==> config.mk <==
export PLATFORM = sky130hd
export DESIGN_NAME = frame_pacing_skip_governor_flat
export DESIGN_NICKNAME = d
export VERILOG_FILES = /design/src/design/fpsg_pkg.sv /design/src/design/fpsg_req_if.sv /design/src/design/fpsg_rsp_if.sv /design/src/design/fpsg_csr_if.sv /design/src/design/frame_pacing_skip_governor.sv /design/src/flat_wrapper.sv
export SDC_FILE = /design/constraint.sdc
export NUM_CORES = 1
export LEC_CHECK = 0
export BUFFER_PORTS_ARGS = -buffer_cell sky130_fd_sc_hd__buf_4
export CORE_MARGIN = 4
export CORE_UTILIZATION = 39
export CTS_CLUSTER_DIAMETER = 60
export DETAILED_ROUTE_END_ITERATION = 10
export GPL_TIMING_DRIVEN = 0
export PLACE_DENSITY = 0.53
export SYNTH_ARGS = -nofsm -noshare
export SYNTH_HDL_FRONTEND = slang
export SYNTH_SLANG_ARGS = --single-unit
==> constraint.sdc <==
create_clock -name clock -period 11.7 [get_ports clock]
set_input_delay 1.17 -clock clock [delete_from_list [all_inputs] [get_ports clock]]
set_output_delay 1.17 -clock clock [all_outputs]
set_load 0.05 [all_outputs]
==> src/design/fpsg_pkg.sv <==
// ----------------------------------------------------------------------------
// fpsg_pkg: shared types and constants for the frame pacing skip governor
// Field widths, register indexes, pacing codes, the phase offset table and the
// stage record passed between the decision and rate stages.
// ----------------------------------------------------------------------------
`default_nettype none

package fpsg_pkg;

   // Field widths
   localparam int TIME_W  = 32;
   localparam int COUNT_W = 16;
   localparam int SKIP_W  = 8;
   localparam int MODE_W  = 2;
   localparam int FPS_W   = 16;
   localparam int FRAME_W = 32;
   localparam int PHASE_W = 6;
   localparam int CSR_IDX_W  = 2;
   localparam int CSR_DATA_W = 16;

   // Phase table length (3 to 64)
   localparam int PHASES = 60;

   // Register indexes
   localparam logic [CSR_IDX_W-1:0] CSR_MAX_SKIP  = 2'd0;
   localparam logic [CSR_IDX_W-1:0] CSR_THR_MID   = 2'd1;
   localparam logic [CSR_IDX_W-1:0] CSR_THR_HIGH  = 2'd2;

   // Register reset values
   localparam logic [SKIP_W-1:0]  MAX_SKIP_RST = 8'd20;
   localparam logic [COUNT_W-1:0] THR_MID_RST  = 16'd1000;
   localparam logic [COUNT_W-1:0] THR_HIGH_RST = 16'd2000;

   // Pacing codes
   localparam logic [MODE_W-1:0] MODE_60 = 2'd0;
   localparam logic [MODE_W-1:0] MODE_40 = 2'd1;
   localparam logic [MODE_W-1:0] MODE_30 = 2'd2;

   // Deadline offsets in ms
   localparam logic [5:0] OFF_60_A = 6'd17;
   localparam logic [5:0] OFF_60_B = 6'd16;
   localparam logic [5:0] OFF_40   = 6'd25;
   localparam logic [5:0] OFF_30_A = 6'd33;
   localparam logic [5:0] OFF_30_B = 6'd34;

   localparam logic [7:0]        START_LEAD = 8'd100;
   localparam logic [TIME_W-1:0] FPS_PERIOD = 32'd1000;

   // Rate math: fps = floor((d * 256 * off0 + 8) / 17), off0 in {17,25,33}.
   // Split 256*off0 = 17*a + r, so fps = d*a + floor((d*r + 8) / 17).
   localparam int FPS_D_W = 13;
   localparam logic [TIME_W-1:0] FPS_SAT_D = 32'd4352;   // d*off0 >= 4352 saturates
   localparam logic [8:0]  FPS_A_60 = 9'd256;
   localparam logic [8:0]  FPS_A_40 = 9'd376;
   localparam logic [8:0]  FPS_A_30 = 9'd496;
   localparam logic [16:0] FPS_ROUND   = 17'd8;
   localparam logic [16:0] FPS_DIV_MUL = 17'd123362;   // ceil(2^21 / 17)
   localparam int          FPS_DIV_SH  = 21;

   // Decision stage record
   typedef struct packed {
      logic                 stepped;
      logic                 prepared;
      logic                 presented;
      logic                 finalized;
      logic [MODE_W-1:0]    mode;
      logic                 fps_upd;
      logic                 d_big;
      logic [FPS_D_W-1:0]   d_small;
      logic [FRAME_W-1:0]   frame_number;
   } stage_type;

   // Result record
   typedef struct packed {
      logic                 frame_stepped;
      logic                 prepared;
      logic                 presented;
      logic                 finalized;
      logic [MODE_W-1:0]    pace_mode;
      logic [FPS_W-1:0]     fps_q8;
      logic                 fps_updated;
      logic [FRAME_W-1:0]   frame_number;
   } result_type;

   function automatic logic [5:0] pace_offset(input logic [MODE_W-1:0] mode,
                                              input logic              third);
      logic [5:0] off;
      case (mode)
         MODE_40: off = OFF_40;
         MODE_30: off = third ? OFF_30_B : OFF_30_A;
         default: off = third ? OFF_60_B : OFF_60_A;
      endcase
      return off;
   endfunction

   function automatic logic [MODE_W-1:0] pace_classify(input logic [COUNT_W-1:0] count,
                                                       input logic [COUNT_W-1:0] thr_mid,
                                                       input logic [COUNT_W-1:0] thr_high);
      logic [MODE_W-1:0] m;
      if (count > thr_high) begin
         m = MODE_30;
      end else if (count > thr_mid) begin
         m = MODE_40;
      end else begin
         m = MODE_60;
      end
      return m;
   endfunction

endpackage

`default_nettype wire

==> src/design/fpsg_req_if.sv <==
// ----------------------------------------------------------------------------
// fpsg_req_if: frame loop pass channel
// Valid/ready channel carrying one pass of the frame loop.
// ----------------------------------------------------------------------------
`default_nettype none

interface fpsg_req_if import fpsg_pkg::*; ();
   logic                valid;
   logic                ready;
   logic [TIME_W-1:0]   time_early;
   logic [TIME_W-1:0]   time_late;
   logic [COUNT_W-1:0]  active_objects;
   logic                set_sync;

   modport source (output valid, output time_early, output time_late,
                   output active_objects, output set_sync, input ready);
   modport sink   (input valid, input time_early, input time_late,
                   input active_objects, input set_sync, output ready);
endinterface

`default_nettype wire

==> src/design/fpsg_rsp_if.sv <==
// ----------------------------------------------------------------------------
// fpsg_rsp_if: pass result channel
// Valid/ready channel carrying the outcome of one frame loop pass.
// ----------------------------------------------------------------------------
`default_nettype none

interface fpsg_rsp_if import fpsg_pkg::*; ();
   logic                valid;
   logic                ready;
   logic                frame_stepped;
   logic                prepared;
   logic                presented;
   logic                finalized;
   logic [MODE_W-1:0]   pace_mode;
   logic [FPS_W-1:0]    fps_q8;
   logic                fps_updated;
   logic [FRAME_W-1:0]  frame_number;

   modport source (output valid, output frame_stepped, output prepared, output presented,
                   output finalized, output pace_mode, output fps_q8, output fps_updated,
                   output frame_number, input ready);
   modport sink   (input valid, input frame_stepped, input prepared, input presented,
                   input finalized, input pace_mode, input fps_q8, input fps_updated,
                   input frame_number, output ready);
endinterface

`default_nettype wire

==> src/design/fpsg_csr_if.sv <==
// ----------------------------------------------------------------------------
// fpsg_csr_if: register write channel
// Valid/ready channel carrying a register index and write data.
// ----------------------------------------------------------------------------
`default_nettype none

interface fpsg_csr_if import fpsg_pkg::*; ();
   logic                   valid;
   logic                   ready;
   logic [CSR_IDX_W-1:0]   index;
   logic [CSR_DATA_W-1:0]  data;

   modport source (output valid, output index, output data, input ready);
   modport sink   (input valid, input index, input data, output ready);
endinterface

`default_nettype wire

==> src/design/frame_pacing_skip_governor.sv <==
// ----------------------------------------------------------------------------
// frame_pacing_skip_governor: display deadline, frame skip and rate governor
// Decides per frame loop pass whether to step, prepare, present or skip, and
// measures the presented frame rate once per second.
// ----------------------------------------------------------------------------
// Each item on req_chan is one pass of a frame loop and yields exactly one
// item on rsp_chan, in order. The block takes one item every cycle while
// rsp_chan is ready; an item is registered in the decision stage, then the
// rate stage feeds the result register. The rate is set by the decision
// stage, which folds the start lead and the phase offset into a single 32-bit
// deadline add followed by the time compares, and updates all governor state
// but the fps register. The fps multiply by the pacing scale and the divide by
// 17 (done as a reciprocal multiply) sit in the second stage, off the state
// loop. Register writes on csr_chan are always taken; write them only while
// no item is in flight. There is no clearing pass after reset.
// ----------------------------------------------------------------------------
`default_nettype none

module frame_pacing_skip_governor import fpsg_pkg::*; (
   input  wire         clock,
   input  wire         reset,
   fpsg_req_if.sink    req_chan,
   fpsg_rsp_if.source  rsp_chan,
   fpsg_csr_if.sink    csr_chan
);

   // Configuration
   logic [SKIP_W-1:0]   max_skip_ff;
   logic [COUNT_W-1:0]  thr_mid_ff;
   logic [COUNT_W-1:0]  thr_high_ff;

   // Governor state
   logic                started_ff,    started_in;
   logic                frame_open_ff, frame_open_in;
   logic                was_prep_ff,   was_prep_in;
   logic [TIME_W-1:0]   deadline_ff,   deadline_in;
   logic [PHASE_W-1:0]  phase_ff,      phase_in;
   logic [1:0]          phase3_ff,     phase3_in;   // phase modulo 3
   logic [MODE_W-1:0]   mode_ff,       mode_in;
   logic [SKIP_W-1:0]   skip_ff,       skip_in;
   logic [TIME_W-1:0]   shown_ff,      shown_in;
   logic [TIME_W-1:0]   shown_prev_ff, shown_prev_in;
   logic [TIME_W-1:0]   fps_due_ff,    fps_due_in;
   logic                sync_hold_ff,  sync_hold_in;
   logic [FRAME_W-1:0]  total_ff,      total_in;
   logic [FPS_W-1:0]    fps_ff,        fps_in;

   // Pipeline
   logic                s1_valid_ff,   s1_valid_in;
   stage_type           s1_ff,         s1_in;
   logic                out_valid_ff,  out_valid_in;
   result_type          out_ff,        out_in;

   logic                a_fire;
   logic                out_load;

   // ---------------------------------------------------------------------------
   // Handshake: the result register parts the two sides; stage 1 advances
   // whenever the result register can take its item.
   // ---------------------------------------------------------------------------
   assign out_load          = s1_valid_ff && (!out_valid_ff || rsp_chan.ready);
   assign req_chan.ready    = !s1_valid_ff || out_load;
   assign a_fire            = req_chan.valid && req_chan.ready;
   assign s1_valid_in       = a_fire || (s1_valid_ff && !out_load);
   assign out_valid_in      = out_load || (out_valid_ff && !rsp_chan.ready);
   assign csr_chan.ready    = 1'b1;

   // ---------------------------------------------------------------------------
   // Decision stage
   // ---------------------------------------------------------------------------
   logic [5:0]          step_off;
   logic [7:0]          dl_add;
   logic [TIME_W-1:0]   dl_base;
   logic [TIME_W-1:0]   dl_cur;
   logic [TIME_W-1:0]   due_cur;
   logic [PHASE_W:0]    phase_inc;
   logic                phase_wrap;
   logic [SKIP_W-1:0]   skip_inc;
   logic [MODE_W-1:0]   mode_class;
   logic [TIME_W-1:0]   shown_delta;

   assign step_off   = pace_offset(mode_ff, phase3_ff == 2'd2);
   // Fold the start lead and the phase step into one add on the deadline.
   assign dl_add     = (started_ff ? 8'd0 : START_LEAD)
                     + (frame_open_ff ? 8'd0 : {2'b00, step_off});
   assign dl_base    = started_ff ? deadline_ff : req_chan.time_early;
   assign dl_cur     = dl_base + {{(TIME_W-8){1'b0}}, dl_add};
   assign due_cur    = started_ff ? fps_due_ff : req_chan.time_early + 32'd1;
   assign phase_inc  = {1'b0, phase_ff} + {{PHASE_W{1'b0}}, 1'b1};
   assign phase_wrap = phase_inc >= (PHASE_W+1)'(PHASES);
   assign skip_inc   = skip_ff + 8'd1;
   assign mode_class = pace_classify(req_chan.active_objects, thr_mid_ff, thr_high_ff);

   always_comb begin
      started_in    = started_ff;
      frame_open_in = frame_open_ff;
      was_prep_in   = was_prep_ff;
      deadline_in   = deadline_ff;
      phase_in      = phase_ff;
      phase3_in     = phase3_ff;
      mode_in       = mode_ff;
      skip_in       = skip_ff;
      shown_in      = shown_ff;
      shown_prev_in = shown_prev_ff;
      fps_due_in    = fps_due_ff;
      sync_hold_in  = sync_hold_ff;
      total_in      = total_ff;
      shown_delta   = '0;
      s1_in         = '0;

      if (a_fire) begin
         started_in   = 1'b1;
         deadline_in  = dl_cur;
         fps_due_in   = due_cur;
         sync_hold_in = sync_hold_ff || req_chan.set_sync;

         // New logic frame: advance the phase and decide prepare or skip
         if (!frame_open_ff) begin
            frame_open_in  = 1'b1;
            s1_in.stepped  = 1'b1;
            total_in       = total_ff + 32'd1;
            phase_in       = phase_wrap ? '0 : phase_inc[PHASE_W-1:0];
            phase3_in      = (phase_wrap || phase3_ff == 2'd2) ? 2'd0 : phase3_ff + 2'd1;
            if (req_chan.time_early >= dl_cur) begin
               was_prep_in = 1'b0;
            end else begin
               was_prep_in    = 1'b1;
               s1_in.prepared = 1'b1;
               mode_in        = mode_class;
            end
         end

         // Deadline reached: present, skip or force a draw, then finalize
         if (req_chan.time_late >= dl_cur) begin
            if (was_prep_in) begin
               s1_in.presented = 1'b1;
            end else if (!sync_hold_in) begin
               skip_in = skip_inc;
               if (skip_inc >= max_skip_ff) begin
                  s1_in.prepared  = 1'b1;
                  s1_in.presented = 1'b1;
                  mode_in         = mode_class;
                  skip_in         = '0;
               end
            end
            s1_in.finalized = 1'b1;
            if (s1_in.presented) begin
               shown_in = shown_ff + 32'd1;
            end
            frame_open_in = 1'b0;
            if (req_chan.time_late >= due_cur) begin
               s1_in.fps_upd = 1'b1;
               fps_due_in    = due_cur + FPS_PERIOD;
               shown_prev_in = shown_in;
            end
         end else begin
            sync_hold_in = 1'b0;
         end

         // Frames presented since the last rate window closed
         shown_delta        = shown_in - shown_prev_ff;
         s1_in.mode         = mode_in;
         s1_in.frame_number = total_in;
         s1_in.d_big        = shown_delta >= FPS_SAT_D;
         s1_in.d_small      = shown_delta[FPS_D_W-1:0];
      end
   end

   // ---------------------------------------------------------------------------
   // Rate stage: fps = d*a + floor((d*r + 8) / 17), then saturate
   // ---------------------------------------------------------------------------
   logic [8:0]          fps_a;
   logic [16:0]         fps_rem;
   logic [33:0]         fps_div_prod;
   logic [FPS_D_W-1:0]  fps_quot;
   logic [21:0]         fps_full;
   logic [FPS_W-1:0]    fps_new;

   always_comb begin
      case (s1_ff.mode)
         MODE_40: begin
            fps_a   = FPS_A_40;
            fps_rem = {1'b0, s1_ff.d_small, 3'b000} + FPS_ROUND;
         end
         MODE_30: begin
            fps_a   = FPS_A_30;
            fps_rem = {s1_ff.d_small, 4'b0000} + FPS_ROUND;
         end
         default: begin
            fps_a   = FPS_A_60;
            fps_rem = FPS_ROUND;
         end
      endcase
   end

   assign fps_div_prod = fps_rem * FPS_DIV_MUL;
   assign fps_quot     = fps_div_prod[FPS_DIV_SH +: FPS_D_W];
   assign fps_full     = (22'(s1_ff.d_small) * 22'(fps_a)) + 22'(fps_quot);
   assign fps_new      = (s1_ff.d_big || fps_full > 22'(16'hFFFF)) ? 16'hFFFF
                                                                   : fps_full[FPS_W-1:0];

   assign fps_in = (out_load && s1_ff.fps_upd) ? fps_new : fps_ff;

   always_comb begin
      out_in               = out_ff;
      if (out_load) begin
         out_in.frame_stepped = s1_ff.stepped;
         out_in.prepared      = s1_ff.prepared;
         out_in.presented     = s1_ff.presented;
         out_in.finalized     = s1_ff.finalized;
         out_in.pace_mode     = s1_ff.mode;
         out_in.fps_q8        = s1_ff.fps_upd ? fps_new : fps_ff;
         out_in.fps_updated   = s1_ff.fps_upd;
         out_in.frame_number  = s1_ff.frame_number;
      end
   end

   assign rsp_chan.valid         = out_valid_ff;
   assign rsp_chan.frame_stepped = out_ff.frame_stepped;
   assign rsp_chan.prepared      = out_ff.prepared;
   assign rsp_chan.presented     = out_ff.presented;
   assign rsp_chan.finalized     = out_ff.finalized;
   assign rsp_chan.pace_mode     = out_ff.pace_mode;
   assign rsp_chan.fps_q8        = out_ff.fps_q8;
   assign rsp_chan.fps_updated   = out_ff.fps_updated;
   assign rsp_chan.frame_number  = out_ff.frame_number;

   // ---------------------------------------------------------------------------
   // Registers
   // ---------------------------------------------------------------------------
   always_ff @(posedge clock) begin
      if (reset) begin
         max_skip_ff <= MAX_SKIP_RST;
         thr_mid_ff  <= THR_MID_RST;
         thr_high_ff <= THR_HIGH_RST;
      end else if (csr_chan.valid) begin
         case (csr_chan.index)
            CSR_MAX_SKIP: max_skip_ff <= csr_chan.data[SKIP_W-1:0];
            CSR_THR_MID:  thr_mid_ff  <= csr_chan.data;
            CSR_THR_HIGH: thr_high_ff <= csr_chan.data;
            default: ;   // unmapped index: drop the write
         endcase
      end
   end

   always_ff @(posedge clock) begin
      if (reset) begin
         started_ff    <= 1'b0;
         frame_open_ff <= 1'b0;
         was_prep_ff   <= 1'b0;
         deadline_ff   <= '0;
         phase_ff      <= '0;
         phase3_ff     <= '0;
         mode_ff       <= MODE_60;
         skip_ff       <= '0;
         shown_ff      <= '0;
         shown_prev_ff <= '0;
         fps_due_ff    <= '0;
         sync_hold_ff  <= 1'b0;
         total_ff      <= '0;
         fps_ff        <= '0;
         s1_valid_ff   <= 1'b0;
         out_valid_ff  <= 1'b0;
      end else begin
         started_ff    <= started_in;
         frame_open_ff <= frame_open_in;
         was_prep_ff   <= was_prep_in;
         deadline_ff   <= deadline_in;
         phase_ff      <= phase_in;
         phase3_ff     <= phase3_in;
         mode_ff       <= mode_in;
         skip_ff       <= skip_in;
         shown_ff      <= shown_in;
         shown_prev_ff <= shown_prev_in;
         fps_due_ff    <= fps_due_in;
         sync_hold_ff  <= sync_hold_in;
         total_ff      <= total_in;
         fps_ff        <= fps_in;
         s1_valid_ff   <= s1_valid_in;
         out_valid_ff  <= out_valid_in;
      end
   end

   always_ff @(posedge clock) begin
      if (a_fire) begin
         s1_ff <= s1_in;
      end
      out_ff <= out_in;
   end

   // ---------------------------------------------------------------------------
   // Assertions
   // ---------------------------------------------------------------------------
   a_ready_only_full: assert property (@(posedge clock) disable iff (reset)
      !req_chan.ready |-> (s1_valid_ff && out_valid_ff))
      else $error("input stalled while the pipeline has room");

   a_present_final: assert property (@(posedge clock) disable iff (reset)
      rsp_chan.valid && rsp_chan.presented |-> rsp_chan.finalized)
      else $error("frame presented without finalization");

   a_close_frame: assert property (@(posedge clock) disable iff (reset)
      a_fire && req_chan.time_late >= dl_cur |=> !frame_open_ff)
      else $error("frame left open after its deadline");

   a_phase_range: assert property (@(posedge clock) disable iff (reset)
      (PHASE_W+1)'(phase_ff) < (PHASE_W+1)'(PHASES) && phase3_ff != 2'd3)
      else $error("phase counter out of range");

   a_fps_sat: assert property (@(posedge clock) disable iff (reset)
      out_load && s1_ff.fps_upd && s1_ff.d_big |=> out_ff.fps_q8 == 16'hFFFF)
      else $error("large frame count did not saturate fps");

endmodule

`default_nettype wire
==> src/flat_wrapper.sv <==
// flat-port wrapper written by rule: the top's interface ports become plain ports
module frame_pacing_skip_governor_flat import fpsg_pkg::*;
  (clock, reset, req_chan_valid, req_chan_time_early, req_chan_time_late, req_chan_active_objects, req_chan_set_sync, req_chan_ready, rsp_chan_valid, rsp_chan_frame_stepped, rsp_chan_prepared, rsp_chan_presented, rsp_chan_finalized, rsp_chan_pace_mode, rsp_chan_fps_q8, rsp_chan_fps_updated, rsp_chan_frame_number, rsp_chan_ready, csr_chan_valid, csr_chan_index, csr_chan_data, csr_chan_ready);
  fpsg_req_if req_chan_i ();
  fpsg_rsp_if rsp_chan_i ();
  fpsg_csr_if csr_chan_i ();
  input  wire clock;
  input  wire reset;
  input wire logic [$bits(req_chan_i.valid)-1:0] req_chan_valid;
  input wire logic [$bits(req_chan_i.time_early)-1:0] req_chan_time_early;
  input wire logic [$bits(req_chan_i.time_late)-1:0] req_chan_time_late;
  input wire logic [$bits(req_chan_i.active_objects)-1:0] req_chan_active_objects;
  input wire logic [$bits(req_chan_i.set_sync)-1:0] req_chan_set_sync;
  output wire logic [$bits(req_chan_i.ready)-1:0] req_chan_ready;
  output wire logic [$bits(rsp_chan_i.valid)-1:0] rsp_chan_valid;
  output wire logic [$bits(rsp_chan_i.frame_stepped)-1:0] rsp_chan_frame_stepped;
  output wire logic [$bits(rsp_chan_i.prepared)-1:0] rsp_chan_prepared;
  output wire logic [$bits(rsp_chan_i.presented)-1:0] rsp_chan_presented;
  output wire logic [$bits(rsp_chan_i.finalized)-1:0] rsp_chan_finalized;
  output wire logic [$bits(rsp_chan_i.pace_mode)-1:0] rsp_chan_pace_mode;
  output wire logic [$bits(rsp_chan_i.fps_q8)-1:0] rsp_chan_fps_q8;
  output wire logic [$bits(rsp_chan_i.fps_updated)-1:0] rsp_chan_fps_updated;
  output wire logic [$bits(rsp_chan_i.frame_number)-1:0] rsp_chan_frame_number;
  input wire logic [$bits(rsp_chan_i.ready)-1:0] rsp_chan_ready;
  input wire logic [$bits(csr_chan_i.valid)-1:0] csr_chan_valid;
  input wire logic [$bits(csr_chan_i.index)-1:0] csr_chan_index;
  input wire logic [$bits(csr_chan_i.data)-1:0] csr_chan_data;
  output wire logic [$bits(csr_chan_i.ready)-1:0] csr_chan_ready;
  assign req_chan_i.valid = req_chan_valid;
  assign req_chan_i.time_early = req_chan_time_early;
  assign req_chan_i.time_late = req_chan_time_late;
  assign req_chan_i.active_objects = req_chan_active_objects;
  assign req_chan_i.set_sync = req_chan_set_sync;
  assign req_chan_ready = req_chan_i.ready;
  assign rsp_chan_valid = rsp_chan_i.valid;
  assign rsp_chan_frame_stepped = rsp_chan_i.frame_stepped;
  assign rsp_chan_prepared = rsp_chan_i.prepared;
  assign rsp_chan_presented = rsp_chan_i.presented;
  assign rsp_chan_finalized = rsp_chan_i.finalized;
  assign rsp_chan_pace_mode = rsp_chan_i.pace_mode;
  assign rsp_chan_fps_q8 = rsp_chan_i.fps_q8;
  assign rsp_chan_fps_updated = rsp_chan_i.fps_updated;
  assign rsp_chan_frame_number = rsp_chan_i.frame_number;
  assign rsp_chan_i.ready = rsp_chan_ready;
  assign csr_chan_i.valid = csr_chan_valid;
  assign csr_chan_i.index = csr_chan_index;
  assign csr_chan_i.data = csr_chan_data;
  assign csr_chan_ready = csr_chan_i.ready;
  frame_pacing_skip_governor u_core (.clock(clock), .reset(reset), .req_chan(req_chan_i), .rsp_chan(rsp_chan_i), .csr_chan(csr_chan_i));
endmodule
==> summary.md <==
The share of cells above drive strength 1 is 0.0936, and the count of unresolved DRC violations after routing is 0. The clock reaches the later pin of the worst-skew pair after 600 ps. CTS clock-pin slew for the worst setup and hold paths: 60 ps. After synthesis the cells add up to 29000 sq um. The tools report the number of global-route vias before repair as 23700. The clock period minus final worst setup slack was 11150 ps; the total count of max-transition violations in the final report was 0.

The finished cells cover 33300 sq um. The tightest hold path in the finished design has a slack of 412 ps. The root buffer cell was clkbuf_16. The largest individual stage delay along the critical path comes from the cell nor4_4. The combined area of the multi-input logic cells is 19400 sq um. The normalized max-slew margin was 0.0830; the H-tree depth was 2. The path type of the worst min-delay path was flop to flop.

The endpoint identified for the worst register-to-register timing path is u_core.s1_ff[45]. The switching part of the total power works out to 0.438. The die is 281 um tall.

The achievable frequency was 0.0897 GHz; the total die area was 78900 sq um. Across the run, the number of max-cap violations was 0. The overall global routing resource usage is 0.219, and the floorplan core area is 73300 sq um.

The data required time at the worst endpoint was 11950 ps; the number of placement rows was 99. Before antenna repair, the detailed router went through 5 iterations. The tools report the sequential fraction of design power as 0.214. After detailed routing, the number of vias per cell comes to 5.41. The instance area at placement is 31500 sq um, and the total number of nets in the final design is 4144. Most frequent standard cell in the layout excluding fill and tap cells: ha_1.

CTS saw 348 sinks. Counting every net in the synthesized netlist gives 3940. The worst hold path terminates at u_core.rsp_chan.frame_number[14]. The measured slew at the worst slew-check pin was 1360 ps. Entering global routing, the biggest net connects 52 pins. The hold violation total from the final report was 0; the last weighted congestion value of the routability-driven placer was 0.903. The number of stages on the worst hold path works out to 0.

The worst setup path is launched from a flop. The sequential share of the synthesized area was 0.277; the internal power component was 3.67 mW. In this run the mean area of a mapped cell was 8.61 sq um.

For this block, the via count after detailed routing is 24700. TritonCTS built the clock tree. The most repeated library cell on the critical path was a21oi_1. On the worst path, the slowest cell contributes a delay of 520 ps. Once detail routing completed, the nets flagged for antenna violations numbered 0. The logs give 3 for the largest buffer count on any clock path and 0.453 for the final core utilization. For the sum of routed wire length over all layers, the log shows 87.7 mm. Summed over all cells, the static leakage comes to 14.5 nW. The number of distinct library cells after synthesis was 87; the routed wirelength normalized by instance count was 19.2 um. The critical path in this run is classified as flop to flop. The tools report the global route total overflow as 0. The number of warnings printed during yosys synthesis is 0, and the synthesized netlist cell count is 3372. The worst setup path is captured at a flop. Power spread over the standard cell area amounts to 196 nW/um^2. The post-synthesis async set-or-reset flop share was 0; the total power was 6.53 mW. For the worst setup path, the data arrival time is 11400 ps.

The area used by sequential logic in the layout was 8050 sq um. For the global-route wire length before repair, the log shows 137 mm. In this run, post-CTS hold repair placed 0 buffers. The detailed placement HPWL is 69.8 mm, and the count of flip-flops with a built-in enable after synthesis is 108. Setup violations remaining at the end of the flow were counted as 0.

The initial standard-cell utilization of the core was 0.396. 162 I/O pins were placed. The origin of the critical flop-to-flop path is u_core.started_ff. The clock arrives with 27.4 ps of skew. The relative contribution of the clock network to total power is 0.219.

In this run, the number of DRC markers left after iteration 0 of detailed routing was 1882. The share of the clock period used by the worst path is 0.953, and the area growth from synthesis to final layout is 14.6%. The number of antenna violations at the first check in global routing was 1.

The run finished with clean final reports. Along the worst path, the maximum fanout reaches 28. Synthesis inferred 348 register bits.

The top cell types in the final layout, fill and taps aside, are ha_1, inv_1, nor2_1, nand2_1, dfxtp_1. The worst hold path begins at u_core.s1_ff[14]. For this design the total switching power over the nets is 2.86 mW. Die boundary width: 281 um. For flop-to-flop paths, the worst setup slack is 550 ps.

For the final antenna diode count, the log shows 0. The most used flip-flop cell after synthesis is dfxtp_1. The run gives 0.216 mV as the worst ir drop on vdd.

The worst register-to-register path has a depth of 41. For the total CTS buffers, the log shows 44. The part of the total power dissipated in combinational logic was 0.567.

The filler cells instantiated in the layout total 7388. The number of port buffers came out at 159.
==> layer usage <==
metal | vias up | track usage | routed length [um]
met5 | - | 0 | 0
met4 | 0 | 0.0440 | 1710
met3 | 93 | 0.0297 | 4960
met2 | 630 | 0.349 | 38500
met1 | 11700 | 0.320 | 42500
li1 | 12300 | - | -
==> what timing repair did <==
action / in CTS / in global routing
buffers inserted: 0 / 2
endpoints found under the setup margin: 37 / 33
pin swaps: 0 / 1
gates resized for setup: 31 / 25
==> state kept, by name (all words and copies together) (netlist names), 6 cells and up <==
| register | flops |
|---|---|
| u_core.max_skip_ff | 8 |
| u_core.total_ff | 32 |
| u_core.deadline_ff | 32 |
| u_core.thr_mid_ff | 16 |
| u_core.skip_ff | 8 |
| u_core.thr_high_ff | 16 |
| u_core.shown_prev_ff | 32 |
| u_core.fps_ff | 16 |
| u_core.fps_due_ff | 32 |
| u_core.rsp_chan.frame_number | 32 |
| u_core.phase_ff | 6 |
| u_core.shown_ff | 32 |
| u_core.s1_ff | 53 |
| u_core.rsp_chan.fps_q8 | 16 |
==> worst max-delay path: cells and delay by family, from the launching register on <==
kind / cells / cell delay, ps
AOI/OAI and AO/OA: 17 / 3950
adders and majority gates: 3 / 840
and+or+nand+nor: 9 / 2600
xor gates and xnor gates: 2 / 280
buffers and inverters: 10 / 2710
DFF: 1 / 410
==> cells in the mapped netlist (9+ instances only) <==
library cell  count  area [sq um]
a21oi_1         225          1130
dfxtp_1         240          4800
o31ai_1          15           113
a211oi_1         60           450
a31oi_1          48           300
or3_1            31           194
edfxtp_1        108          3240
mux2_2           15           169
nand4_1          55           344
or4_1            18           135
nand2b_1         29           181
a221oi_1         10          87.6
buf_2            10          50.1
o21bai_1         14           105
nand3b_1         12          90.1
inv_1           310          1160
buf_1            11          41.3
xor2_1          103           902
o31a_1            9          78.8
nor2_1          273          1020
or2_2            12          75.1
o21ai_0         154           771
and4_1           14           123
nand2_1         272          1020
clkbuf_1        132           495
o211ai_1         28           210
o21a_1           25           188
ha_1            358          4480
and2_1           33           206
nor4_1           36           225
a21o_1           48           360
nor2b_1          42           263
nand3_1          89           445
nor3_1           75           375
fa_1            106          2120
xnor2_1         157          1380
mux2i_1          24           240
o221ai_1          9          78.8
and3_1           33           206
==> layout make-up <==
cell class / instances / share of cell area
Sequential cell: 348 / 0.242
Timing Repair Buffer: 164 / 0.0380
Clock inverter: 24 / 0.00929
Inverter: 312 / 0.0352
Tap cell: 959 / 0.0361
Buffer: 150 / 0.0188
Clock buffer: 58 / 0.0377
Multi-Input combinational cell: 2556 / 0.583
==> logic make-up (layout without fill, tap and decap cells) <==
logic type               count (synthesis)  in the layout  share of synthesized area
AO/OA/AOI/OAI                          719            719                      0.155
other                                    1              1                   0.000129
buffers and inverters                  468            708                     0.0616
multiplexers                            39             39                     0.0141
AND/OR/NAND/NOR                       1073           1073                      0.186
flip-flops                             348            348                      0.277
XOR/XNOR                               260            260                     0.0785
adder cells (fa/ha/maj)                464            464                      0.227
==> through the flow <==
stage	TNS, ps	setup slack, ps	std cells
floorplan	0	1330	3372
global placement	-21680	-3610	4490
detailed placement	-16650	-3430	4493
finish	0	551	4571
global route	-4.01	-4.01	4571
CTS	0	37.0	4572
==> power groups by stage <==
| stage | logic (mW) | registers (mW) | clock network (mW) |
|---|---|---|---|
| final | 3.70 | 1.39 | 1.43 |
| after global routing | 4.28 | 1.40 | 1.51 |
| after floorplan | 2.71 | 1.43 | 0 |
| after global placement | 3.71 | 1.42 | 0 |
| after detailed placement | 3.70 | 1.42 | 0 |
| after CTS | 3.76 | 1.39 | 1.46 |
==> worst max-delay path by stage <==
stage,cells after the start,endpoint,slack [ps],start
3_5_place_dp,45,u_core.s1_ff[45],-3430,u_core.started_ff
5_1_grt,39,u_core.s1_ff[45],-4,u_core.started_ff
6_report,41,u_core.s1_ff[45],550,u_core.started_ff
3_3_place_gp,45,u_core.s1_ff[45],-3610,u_core.started_ff
4_1_cts,41,u_core.rsp_chan.fps_q8[5],40,u_core.s1_ff[47]
2_1_floorplan,43,u_core.s1_ff[45],1330,u_core.started_ff
Power figures use the tool's default switching activity.
